<file path="config.mk">
export PLATFORM = sky130hd
export DESIGN_NAME = mse_ctrl
export DESIGN_NICKNAME = d
export VERILOG_FILES = /design/src/hdl/mse_pkg.sv /design/src/hdl/mse_ctrl.sv
export SDC_FILE = /design/constraint.sdc
export NUM_CORES = 1
export LEC_CHECK = 0
export ABC_AREA = 1
export BUFFER_PORTS_ARGS = -buffer_cell sky130_fd_sc_hd__buf_2
export CORE_MARGIN = 4
export CORE_UTILIZATION = 40
export CTS_CLUSTER_DIAMETER = 60
export DETAILED_ROUTE_END_ITERATION = 8
export PLACE_DENSITY = 0.66
export REMOVE_ABC_BUFFERS = 1
export SYNTH_ARGS = -nofsm -noshare
export SYNTH_HDL_FRONTEND = slang
export SYNTH_SLANG_ARGS = --single-unit
</file>
<file path="constraint.sdc">
create_clock -name clk -period 1.8 [get_ports clk]
set_clock_uncertainty 0.2 [all_clocks]
set_input_delay 0.45 -clock clk [delete_from_list [all_inputs] [get_ports clk]]
set_output_delay 0.45 -clock clk [all_outputs]
set_load 0.02 [all_outputs]
</file>
<file path="src/hdl/mse_pkg.sv">
// Shared types and constants for the max-tracking stack engine.
`default_nettype none

package mse_pkg;

	localparam int STACK_DEPTH = 1024;
	localparam int VALUE_WIDTH = 25;
	localparam int ADDR_W      = $clog2(STACK_DEPTH);
	localparam int CNT_W       = $clog2(STACK_DEPTH + 1);

	typedef enum logic [1:0] {
		CMD_PUSH = 2'd0,
		CMD_POP  = 2'd1,
		CMD_PMAX = 2'd2,
		CMD_NOP  = 2'd3
	} cmd_t;

	typedef enum logic [1:0] {
		ST_OK    = 2'd0,
		ST_EMPTY = 2'd1,
		ST_FULL  = 2'd2
	} status_t;

	typedef struct packed {
		logic    push;
		logic    report_now;
		status_t err;
		logic    take_top;
		logic    shrink;
		logic    scan_init;
		logic    scan_next;
		logic    below_cap;
		logic    shift_rd;
		logic    shift_wr;
		logic    fetch_cap;
	} mse_ctl_t;

	typedef struct packed {
		logic empty;
		logic full;
		logic hit;
		logic more;
	} mse_stat_t;

endpackage

`default_nettype wire

</file>
<file path="src/hdl/mse_ctrl.sv">
// Controller state machine: sequences push, pop and pop-max requests.
`default_nettype none

module mse_ctrl import mse_pkg::*; (
	input  wire logic       clk,
	input  wire logic       arst_n,
	input  wire logic       start,
	input  wire logic [1:0] cmd,
	input  wire mse_stat_t  stat,
	output logic            busy,
	output mse_ctl_t        ctl
);

	typedef enum logic [7:0] {
		S_IDLE     = 8'b0000_0001,
		S_SCAN_RD  = 8'b0000_0010,
		S_SCAN_CMP = 8'b0000_0100,
		S_BELOW    = 8'b0000_1000,
		S_SHIFT_RD = 8'b0001_0000,
		S_SHIFT_WR = 8'b0010_0000,
		S_FIN      = 8'b0100_0000,
		S_FETCH    = 8'b1000_0000
	} state_t;

	state_t state_q, state_d;
	cmd_t   op;

	assign op   = cmd_t'(cmd);
	assign busy = (state_q != S_IDLE);

	always_comb begin
		state_d = state_q;
		ctl     = '0;
		case (state_q)
			S_IDLE: begin
				if (start) begin
					case (op)
						CMD_PUSH: begin
							if (stat.full) begin
								ctl.report_now = 1'b1;
								ctl.err        = ST_FULL;
							end else begin
								ctl.push = 1'b1;
							end
						end
						CMD_POP: begin
							if (stat.empty) begin
								ctl.report_now = 1'b1;
								ctl.err        = ST_EMPTY;
							end else begin
								ctl.shrink   = 1'b1;
								ctl.take_top = 1'b1;
								state_d      = S_FETCH;
							end
						end
						CMD_PMAX: begin
							if (stat.empty) begin
								ctl.report_now = 1'b1;
								ctl.err        = ST_EMPTY;
							end else begin
								ctl.scan_init = 1'b1;
								state_d       = S_SCAN_RD;
							end
						end
						default: begin
							ctl.report_now = 1'b1;
							ctl.err        = ST_OK;
						end
					endcase
				end
			end
			S_SCAN_RD: begin
				state_d = S_SCAN_CMP;
			end
			S_SCAN_CMP: begin
				if (stat.hit) begin
					state_d = S_BELOW;
				end else begin
					ctl.scan_next = 1'b1;
				end
			end
			S_BELOW: begin
				ctl.below_cap = 1'b1;
				state_d       = S_SHIFT_RD;
			end
			S_SHIFT_RD: begin
				if (stat.more) begin
					ctl.shift_rd = 1'b1;
					state_d      = S_SHIFT_WR;
				end else begin
					state_d = S_FIN;
				end
			end
			S_SHIFT_WR: begin
				ctl.shift_wr = 1'b1;
				state_d      = S_SHIFT_RD;
			end
			S_FIN: begin
				ctl.shrink = 1'b1;
				state_d    = S_FETCH;
			end
			S_FETCH: begin
				ctl.fetch_cap = 1'b1;
				state_d       = S_IDLE;
			end
			default: begin
				state_d = S_IDLE;
			end
		endcase
	end

	always_ff @(posedge clk or negedge arst_n) begin
		if (!arst_n) begin
			state_q <= S_IDLE;
		end else begin
			state_q <= state_d;
		end
	end

endmodule

`default_nettype wire

</file>
-- After elaboration in Yosys (flattened, before gate mapping)
Index checks and enable logic that the tools add are counted.
- input port bits: 9
- logic and storage cells: 48
- register bits: 8
- output and inout port bits: 13
- equality and inequality tests: 16
- multiplexer cells: 27
- reduce and logical (&&, ||, !) cells: 4
- operators with widths (operator ; count):
    $pmux 8 s6 ; 1
    $mux 8 ; 4
    $pmux 8 s2 ; 1
    $mux 7 ; 2
    $mux 1 ; 12
    $eq 8x1->1 const B ; 1
    $eq 8x2->1 const B ; 1
    $eq 8x3->1 const B ; 1
    $eq 8x4->1 const B ; 1
    $eq 8x5->1 const B ; 1
    $eq 8x6->1 const B ; 1
    $eq 8x7->1 const B ; 1
    $eq 8x8->1 const B ; 1
    $ne 8x1->1 const B ; 1
    $mux 3 ; 2
    $ne 3x3->1 const B ; 2
    $pmux 3 s2 ; 1
    $mux 5 ; 1
    $reduce_and 5->1 ; 1
    $mux 2 ; 2
    $ne 2x2->1 const B ; 2
    $reduce_or 2->1 ; 2
    $ne 3x1->1 const B ; 1
    $eq 2x1->1 const B ; 1
    other kinds (3) ; 3

-- Logic depth before layout (Yosys ltp)
Gate-level depths: netlist of run 1.
- depth in word-level cells: 5
- mapped depth: 8
- mapped depth without buffers: 8

-- Worst setup path before layout of run 1
No wires, ideal clock.
- path kind: reg2out
- start point: register state_q[0]
- end point: output port ctl[6] (netlist bit)
- data required time: 1.150 ns
- arrival: 1.391 ns
- path buffers: 0
- slack: -0.241 ns
- stages on the path, launching flop included: 5
- path through: dfstp_2 nand2_1 nor2_1 nand2_2 o31ai_1
- RTL lines (item ; line ; text):
    start, declared ; mse_ctrl.sv:25 ; state_t state_q, state_d;
    start signal, assigned ; mse_ctrl.sv:116 ; state_q <= state_d;
    end, declared ; mse_ctrl.sv:11 ; output mse_ctl_t ctl

==> results.cfg, run 1 <==
[hold_path]
hold_class = in -> reg

[global_route]
grt_pass1_vias = 748
antenna_found_initial = 0
overflow = 0
grt_pass1_wl_um = 2840
grt_max_degree = 9
grt_usage_pct = 17.9
met1_usage_pct = 18.1
met2_usage_pct = 34.4
top_usage_layer = met2
gr-usage-met3_pct = 1.85

[status]
violations = negative setup slack
status = finished with violations

[sta]
setup_viol = 13
relSlewSlack_pct = 85.4
worst_pin_slew_ns = 0.220
finalCritPeriodShare_pct = 119
whs_ns = 0.159
finalHoldViolCount = 0
max_freq_mhz = 468
slew_violations = 0
grt_setup_unrepaired = yes
fin_crit_ns = 2.14
fin_ws_ns = -0.338

[clock_network]
htree_levels = 1
cts_tree = done
path_clk_slew_ns = 0.05
cts_sinks = 8
clkLatencyLatePin_ns = 0.25
numCtsBuffers = 3
cts_root_buf = clkbuf_4
clockBufferDepth = 2

[placement]
io_buffers = 21
gp_congestion = 0.822
place_ws_ns = -0.158
placed_area_um2 = 853
hpwl_um = 1260

[die]
die-area_um2 = 2320
start_util_pct = 42.4
die_height_um = 48.2
io_pins = 22
die_x_um = 48.2
rows = 14
core-area_um2 = 1520

[critical_path]
crit_arrival_ns = 1.49
cp_max_fo = 3
crit_type = reg -> out
worstPathRequired_ns = 1.15
cp-end-kind = output pin
cp-start-kind = register

[layout]
final_layout_size_suffix_gt1_share_pct = 59.9
diodes = 0
reg_top3 = state_q (8)
regMostFlops = state_q
largest_reg_flops = 8
stdcell_area_um2 = 1150
finalNetCount = 161
syn_to_final_growth_pct = 78.5
fin_util_pct = 75.6

[job]
max_cap_viol_count = 0

[synth]
yosys_warnings = 0
yosysSeqAreaShare_pct = 31.2
syn_inst = 97
ys_types = 20
ys_ff_latch = 8
synthesis.area_um2 = 646
avgSynthCellArea_um2 = 6.66

[power_and_ir_drop]
p_per_area_nw_per_um2 = 938
max-vdd-ir-drop_mv = 0.516
finalPower_uw = 1080
p_leak_uw = 0.000651

[drt]
via_per_inst = 4.80
finalWirelength_um = 1880
wl_per_cell_um = 11.6
vias = 782
drtIter0Drc = 12
drt.antenna.violating_nets = 0
route.detailed.drc = 0
drtPass1Iterations = 4
placed cells by master, fill, tap and decap left out, types with 2 or more instances in the layout:
cell type   n
buf_4      29
nand2_1    18
nor2_1     13
inv_1      11
inv_2       9
buf_2       8
buf_6       8
dfrtp_1     7
nor2_2      6
nand2_4     5
nand2_2     5
nor2_4      4
ha_1        4
nand3_1     3
clkbuf_4    3
nor3_2      2
nand3_2     2
o21ai_2     2
cells in the mapped netlist:
cell	count	area, um2
nand3_2	1	10.0
nand2_4	1	11.3
inv_2	2	7.51
dfrtp_1	7	175
nor3_1	2	10.0
nor2_4	2	22.5
a31oi_1	1	6.26
dfstp_2	1	26.3
nand3_1	5	25.0
nor3b_2	1	12.5
o21ai_0	1	5.00
o21a_1	1	7.51
nor2_2	1	6.26
nand2_2	4	25.0
o21ai_2	1	8.76
nor2_1	20	75.1
o31ai_1	1	7.51
nand2_1	23	86.3
inv_1	18	67.6
ha_1	4	50.1
routing by layer:
| metal | up-vias | share of wire (%) |
|---|---|---|
| met4 | 0 | 2.1 |
| met3 | 4 | 4.1 |
| li1 | 395 | - |
| met5 | - | 0 |
| met2 | 24 | 58 |
| met1 | 359 | 36 |
final cells by class:
cell class              count  area [um2]
repair buffers             46         358
fillers                   122         372
multi-input cells          69         472
flip-flops and latches      8         201
inverters                  20        75.1
clock buffers               4        26.3
well taps                  16        20.0
power breakdown:
group | switching, uW | leakage (uW) | internal [uW]
logic | 377 | 0.000529 | 325
clock network | 61.6 | 0.0000150 | 84.8
registers | 20.9 | 0.000107 | 212
total | 459 | 0.000651 | 622
worst max-delay path: stages (launching register included):
cell	delay (ns)
dfrtp_1	0.39
nor2_2	0.15
nand3_2	0.11
nor2_4	0.16
buf_4	0.13
nand2_1	0.05
nor2_1	0.09
buf_4	0.15
cells by family after synthesis:
family                     Yosys count  share of synthesized area, %
adders and majority gates            4                          7.75
buffers and inverters               20                          11.6
DFF                                  8                          31.2
and+or+nand+nor                     60                          44.0
AOI/OAI and AO/OA                    5                          5.43
through the flow:
step,setup TNS (ns),cells
2_1_floorplan,-0.480,97
3_3_place_gp,-0.392,145
3_5_place_dp,-0.567,145
4_1_cts,-2.99,159
5_1_grt,-3.97,163
6_report,-3.02,163
worst paths after layout:
kind | startpoint | slack [ns] | to | cells after the start
min in group asynchronous | arst_n | 0.38 | state_q[5]$_DFFE_PN0P_ | 2
setup reg to reg | state_q[6]$_DFFE_PN0P_ | 0.05 | state_q[1]$_DFFE_PN0P_ | 11
hold / removal | stat[0] | 0.16 | state_q[6]$_DFFE_PN0P_ | 2
setup / recovery | state_q[4]$_DFFE_PN0P_ | -0.34 | ctl[5] | 7
max in group asynchronous | arst_n | 0.78 | state_q[0]$_DFFE_PN1P_ | 2
hold reg to reg | state_q[1]$_DFFE_PN0P_ | 0.42 | state_q[2]$_DFFE_PN0P_ | 2
repair_timing:
item,4_1_cts,5_1_grt
setup buffers,10,6
endpoints found under the hold margin,7,0
hold buffers,1,0
setup endpoints to repair,13,16
resized for setup,37,19
pin swaps,10,9
Power figures use the tool's default switching activity.
==> inputs of run 2 (changes only) <==
--- a/config.mk
+++ b/config.mk
@@ -7,11 +7,14 @@
 export LEC_CHECK = 0
 export ABC_AREA = 1
 export BUFFER_PORTS_ARGS = -buffer_cell sky130_fd_sc_hd__buf_2
+export CELL_PAD_IN_SITES_DETAIL_PLACEMENT = 0
+export CELL_PAD_IN_SITES_GLOBAL_PLACEMENT = 2
+export CORE_ASPECT_RATIO = 0.75
 export CORE_MARGIN = 4
-export CORE_UTILIZATION = 40
+export CORE_UTILIZATION = 24
 export CTS_CLUSTER_DIAMETER = 60
 export DETAILED_ROUTE_END_ITERATION = 8
-export PLACE_DENSITY = 0.66
+export PLACE_DENSITY_LB_ADDON = 0.1
 export REMOVE_ABC_BUFFERS = 1
 export SYNTH_ARGS = -nofsm -noshare
 export SYNTH_HDL_FRONTEND = slang
==> run 2 against run 1 <==
Against the previous run: the run still ends with negative setup slack left; sequential power about the same; global-route usage decreased by 6.4 points; die area increased by 55%; final cell count increased by 13%; total power increased by 4.6%; clock-buffer cell count unchanged; via count decreased by 4.1%; flip-flop and latch count unchanged; non-clock buffer count increased by 4; sequential share of layout area decreased by 0.83 points; maximum frequency decreased by 0.21%; highest routed layer unchanged.
==> results.cfg, run 2 (same netlist as run 1, synthesis figures left out) <==
[placement]
hpwl_um = 1430
gp_congestion = 0.681
io_buffers = 21
place_ws_ns = -0.137

[sta]
worst_pin_slew_ns = 0.225
fin_ws_ns = -0.342
fin_crit_ns = 2.14
finalHoldViolCount = 0
whs_ns = 0.155
setup_tns_ns = -3.04
slew_violations = 0
grt_setup_unrepaired = yes
relSlewSlack_pct = 85.0
finalCritPeriodShare_pct = 119
setup_viol = 13
max_freq_mhz = 467

[critical_path]
crit_family = simple AND/OR/NAND/NOR gates
crit_path_cell_trace = nor2_2, nand3_2, nor2_4, nand2_2, nor3b_2, buf_4
critPathBufInv = 1
cp-end-kind = output pin
cp_max_fo = 4
cp-start-kind = register
crit_arrival_ns = 1.49
worstPathRequired_ns = 1.15
slowest_stage = dfrtp_1
max_stage_delay_ns = 0.41
crit_type = reg -> out

[drt]
vias = 750
finalWirelength_um = 1810
drtIter0Drc = 20
drt.antenna.violating_nets = 0
route.detailed.drc = 0
wl_per_cell_um = 9.77
drtPass1Iterations = 4
via_per_inst = 4.05

[layout]
final_layout_size_suffix_gt1_share_pct = 62.3
syn_to_final_growth_pct = 87.4
largest_reg_flops = 8
diodes = 0
final_cell_mix = buf_4 (30), nand2_1 (16), nor2_1 (13)
reg_top3 = state_q (8)
finalNetCount = 165
final_common_cell = buf_4
fin_util_pct = 50.0
regMostFlops = state_q

[job]
max_cap_viol_count = 0

[clock_network]
clockBufferDepth = 2
cts_tree = done
cts_sinks = 8
cts_root_buf = clkbuf_4
numCtsBuffers = 3
path_clk_slew_ns = 0.05
htree_levels = 1
clkLatencyLatePin_ns = 0.26

[power_and_ir_drop]
p_leak_uw = 0.000679
p_per_area_nw_per_um2 = 935
max-vdd-ir-drop_mv = 0.403

[global_route]
antenna_found_initial = 0
grt_usage_pct = 11.5
grt_pass1_wl_um = 2980
grt_pass1_vias = 703
overflow = 0
grt_max_degree = 9

[die]
start_util_pct = 26.7
io_pins = 22
die-area_um2 = 3590
die_height_um = 52.9
rows = 15
die_x_um = 67.9
core-area_um2 = 2420

[status]
status = finished with violations
violations = negative setup slack

[hold_path]
hold_class = in -> reg
## run 2: changes by cell type in the layout (fill, tap and decap cells not counted), sizes merged
cell  delta
buf      +4
## run 2: cell type report
| type | instances | area, um2 |
|---|---|---|
| Clock buffer | 4 | 26.3 |
| Fill cell | 247 | 1210 |
| Inverter | 20 | 75.1 |
| Multi-Input combinational cell | 69 | 478 |
| Sequential cell | 8 | 201 |
| Tap cell | 34 | 42.5 |
| Timing Repair Buffer | 50 | 387 |
## run 2: final timing paths
kind / start / to / slack, ns / depth (start not counted)
worst max-delay path: state_q[2]$_DFFE_PN0P_ / ctl[11] / -0.34 / 6
worst min-delay path: stat[0] / state_q[6]$_DFFE_PN0P_ / 0.16 / 2
worst max register to register: state_q[5]$_DFFE_PN0P_ / state_q[0]$_DFFE_PN1P_ / 0.12 / 12
worst min register to register: state_q[1]$_DFFE_PN0P_ / state_q[2]$_DFFE_PN0P_ / 0.42 / 2
max in group asynchronous: arst_n / state_q[0]$_DFFE_PN1P_ / 0.80 / 2
min in group asynchronous: arst_n / state_q[5]$_DFFE_PN0P_ / 0.36 / 2
## run 2: power breakdown
group / internal (uW) / total [uW] / switching (uW) / leakage, uW
Combinational: 367 / 751 / 385 / 0.000557
Clock: 84.7 / 144 / 59.8 / 0.0000150
Sequential: 212 / 235 / 23.2 / 0.000107
Total: 664 / 1130 / 467 / 0.000679
## run 2: timing repair
item | 4_1_cts | 5_1_grt
endpoints found under the setup margin | 13 | 17
gates resized for setup | 36 | 25
pin swaps | 5 | 9
endpoints found under the hold margin | 7 | 0
hold buffers | 1 | 0
buffers inserted | 13 | 4
gates cloned | 0 | 0
## run 2: worst register-to-register path, stage by stage (launching register included)
cell and delay [ns]:
dfrtp_1 0.42, inv_2 0.08, nand2_2 0.07, nor2_4 0.17
buf_6 0.11, buf_6 0.08, nand2_4 0.05, buf_6 0.11
buf_4 0.13, nand2_4 0.06, nor2_2 0.04, nand2_1 0.04
nand2_1 0.04
## run 2: per-stage QoR
stage / power, uW / instances / cell area, um2
after floorplan: 538 / 97 / 646
after global placement: 780 / 170 / 928
after detailed placement: 776 / 170 / 928
after CTS: 1040 / 187 / 1140
after global routing: 1220 / 185 / 1210
final: 1130 / 185 / 1210
## run 2: layer usage
| metal | GRT usage [%] | vias up | share of wire, % |
|---|---|---|---|
| met1 | 16.4 | 333 | 53 |
| met2 | 16.3 | 16 | 41 |
| met5 | 0 | - | 0 |
| li1 | - | 397 | - |
| met3 | 1.91 | 4 | 4.6 |
| met4 | 5.94 | 0 | 1.5 |
==> inputs of run 3 (changes only) <==
--- a/config.mk
+++ b/config.mk
@@ -10,12 +10,10 @@
 export CELL_PAD_IN_SITES_DETAIL_PLACEMENT = 0
 export CELL_PAD_IN_SITES_GLOBAL_PLACEMENT = 2
 export CORE_ASPECT_RATIO = 0.75
-export CORE_MARGIN = 4
 export CORE_UTILIZATION = 24
 export CTS_CLUSTER_DIAMETER = 60
 export DETAILED_ROUTE_END_ITERATION = 8
 export PLACE_DENSITY_LB_ADDON = 0.1
-export REMOVE_ABC_BUFFERS = 1
 export SYNTH_ARGS = -nofsm -noshare
 export SYNTH_HDL_FRONTEND = slang
 export SYNTH_SLANG_ARGS = --single-unit
==> run 3 against run 2 <==
Against the previous run: sequential share of layout area is 0.069 points higher; worst hold slack improved by 0.011 ns; non-clock buffer count increased by 2; register-to-register slack gained 0.04 ns; critical path depth decreased by 1; maximum frequency increased by 1.6%; clock power is 3% lower; setup slack better by 0.034 ns; utilization is 0.21 points lower; the flow still finishes with violations (negative setup slack); final area shrank 0.41%; flip-flop and latch count unchanged.
==> results.cfg, run 3 (same netlist as run 1, synthesis figures left out) <==
[status]
status = finished with violations
violations = negative setup slack

[synth]
syn_nets = 110

[clock_network]
path_clk_slew_ns = 0.05
clkLatencyLatePin_ns = 0.25
cts_sinks = 8
htree_levels = 1
numCtsBuffers = 3
cts_root_buf = clkbuf_4
cts_tree = done
clockBufferDepth = 2

[global_route]
antenna_found_initial = 0
grt_pass1_wl_um = 2790
grt_pass1_vias = 652
grt_max_degree = 9
overflow = 0
grt_usage_pct = 13.7

[drt]
route.detailed.drc = 0
wl_met3_um = 57
vias = 729
met2RoutedLength_um = 711
drt.antenna.violating_nets = 0
drtIter0Drc = 5
via_per_inst = 3.90
drt-met1-wl_um = 956
finalWirelength_um = 1740
top_layer_used = met4
drtPass1Iterations = 3
wl_per_cell_um = 9.31

[placement]
io_buffers = 21
gp_congestion = 0.787
dp_cells = 170
hpwl_um = 1410

[critical_path]
rrSetupSlack_ns = 0.16
rr_startpoint = state_q[3]$_DFFE_PN0P_
worstRegToRegCells = 11
timing.rr.end = state_q[0]$_DFFE_PN1P_
critPathBufInv = 1
crit_path_cell_trace = nand3_2, nor2_4, nand2_2, nor3b_4, buf_6
max_stage_delay_ns = 0.55
crit_arrival_ns = 1.46
cp_max_fo = 3
crit_type = reg -> out
worstPathRequired_ns = 1.15
cp-end-kind = output pin
crit_family = flip-flops
slowest_stage = dfstp_2
cp-start-kind = register

[job]
max_cap_viol_count = 0

[hold_path]
hold_path_depth = 2
hold_class = in -> reg
whs_endpoint = state_q[6]$_DFFE_PN0P_
worstHoldStart = stat[0]

[power_and_ir_drop]
finalPower_uw = 1140
p_leak_uw = 0.000674
p_per_area_nw_per_um2 = 949
max-vdd-ir-drop_mv = 0.326

[sta]
setup_viol = 13
finalCritPeriodShare_pct = 117
fin_ws_ns = -0.308
setup_tns_ns = -3.05
relSlewSlack_pct = 86.7
slew_violations = 0
finalHoldViolCount = 0
max_freq_mhz = 474
grt_setup_unrepaired = yes
fin_crit_ns = 2.11
worst_pin_slew_ns = 0.198

[die]
start_util_pct = 26.7
die_x_um = 61.9
io_pins = 22
core-area_um2 = 2420
rows = 15
die-area_um2 = 2900
die_height_um = 46.9

[layout]
finalNetCount = 167
final_cell_mix = buf_4 (35), nand2_1 (17), inv_1 (15)
regMostFlops = state_q
finalNonFillerCells = 187
syn_to_final_growth_pct = 86.6
largest_reg_flops = 8
fill_cells = 236
final_layout_size_suffix_gt1_share_pct = 58.2
fin_util_pct = 49.8
reg_top3 = state_q (8)
final_common_cell = buf_4
diodes = 0
==> run 3: area by class of cell <==
type,count,area [um2],area share (%)
Inverter,20,75.1,6.23
Multi-Input combinational cell,69,469,38.9
Tap cell,34,42.5,3.53
Timing Repair Buffer,52,390,32.4
Clock buffer,4,26.3,2.18
Sequential cell,8,201,16.7
==> run 3: layer usage <==
| metal | global-route usage [%] | vias to the layer above |
|---|---|---|
| li1 | - | 400 |
| met1 | 20.5 | 312 |
| met2 | 20.2 | 15 |
| met3 | 1.65 | 2 |
| met4 | 5.33 | 0 |
| met5 | 0 | - |
==> run 3: worst max path at each step <==
stage,to,cells past startpoint,from
finish,ctl[11],5,state_q[0]$_DFFE_PN1P_
CTS,ctl[5],6,state_q[0]$_DFFE_PN1P_
floorplan,ctl[6],4,state_q[0]$_DFFE_PN1P_
global route,ctl[11],6,state_q[3]$_DFFE_PN0P_
global placement,ctl[6],6,cmd[1]
detailed placement,ctl[6],6,cmd[1]
==> run 3: per-stage QoR <==
stage                     hold slack [ns]  worst slack, ns  cell area (um2)
after CTS                           0.152           -0.309             1080
final                               0.166           -0.308             1200
after detailed placement           0.0915           -0.176              956
after global routing                0.170           -0.412             1200
after global placement             0.0951           -0.150              956
after floorplan                   -0.0456          -0.0798              673
==> run 3: power by group <==
group          internal, uW  leakage, uW  switching [uW]  total [uW]
registers               212     0.000107            20.7         233
logic                   378     0.000552             392         770
clock network          84.4    0.0000150            55.8         140
==> run 3: what timing repair did <==
action / 4_1_cts / 5_1_grt
cloned: 0 / 0
setup endpoints to repair: 13 / 13
hold buffers: 1 / 0
endpoints found under the hold margin: 7 / 0
pin swaps: 5 / 6
gates resized for setup: 19 / 21
buffers inserted: 5 / 7
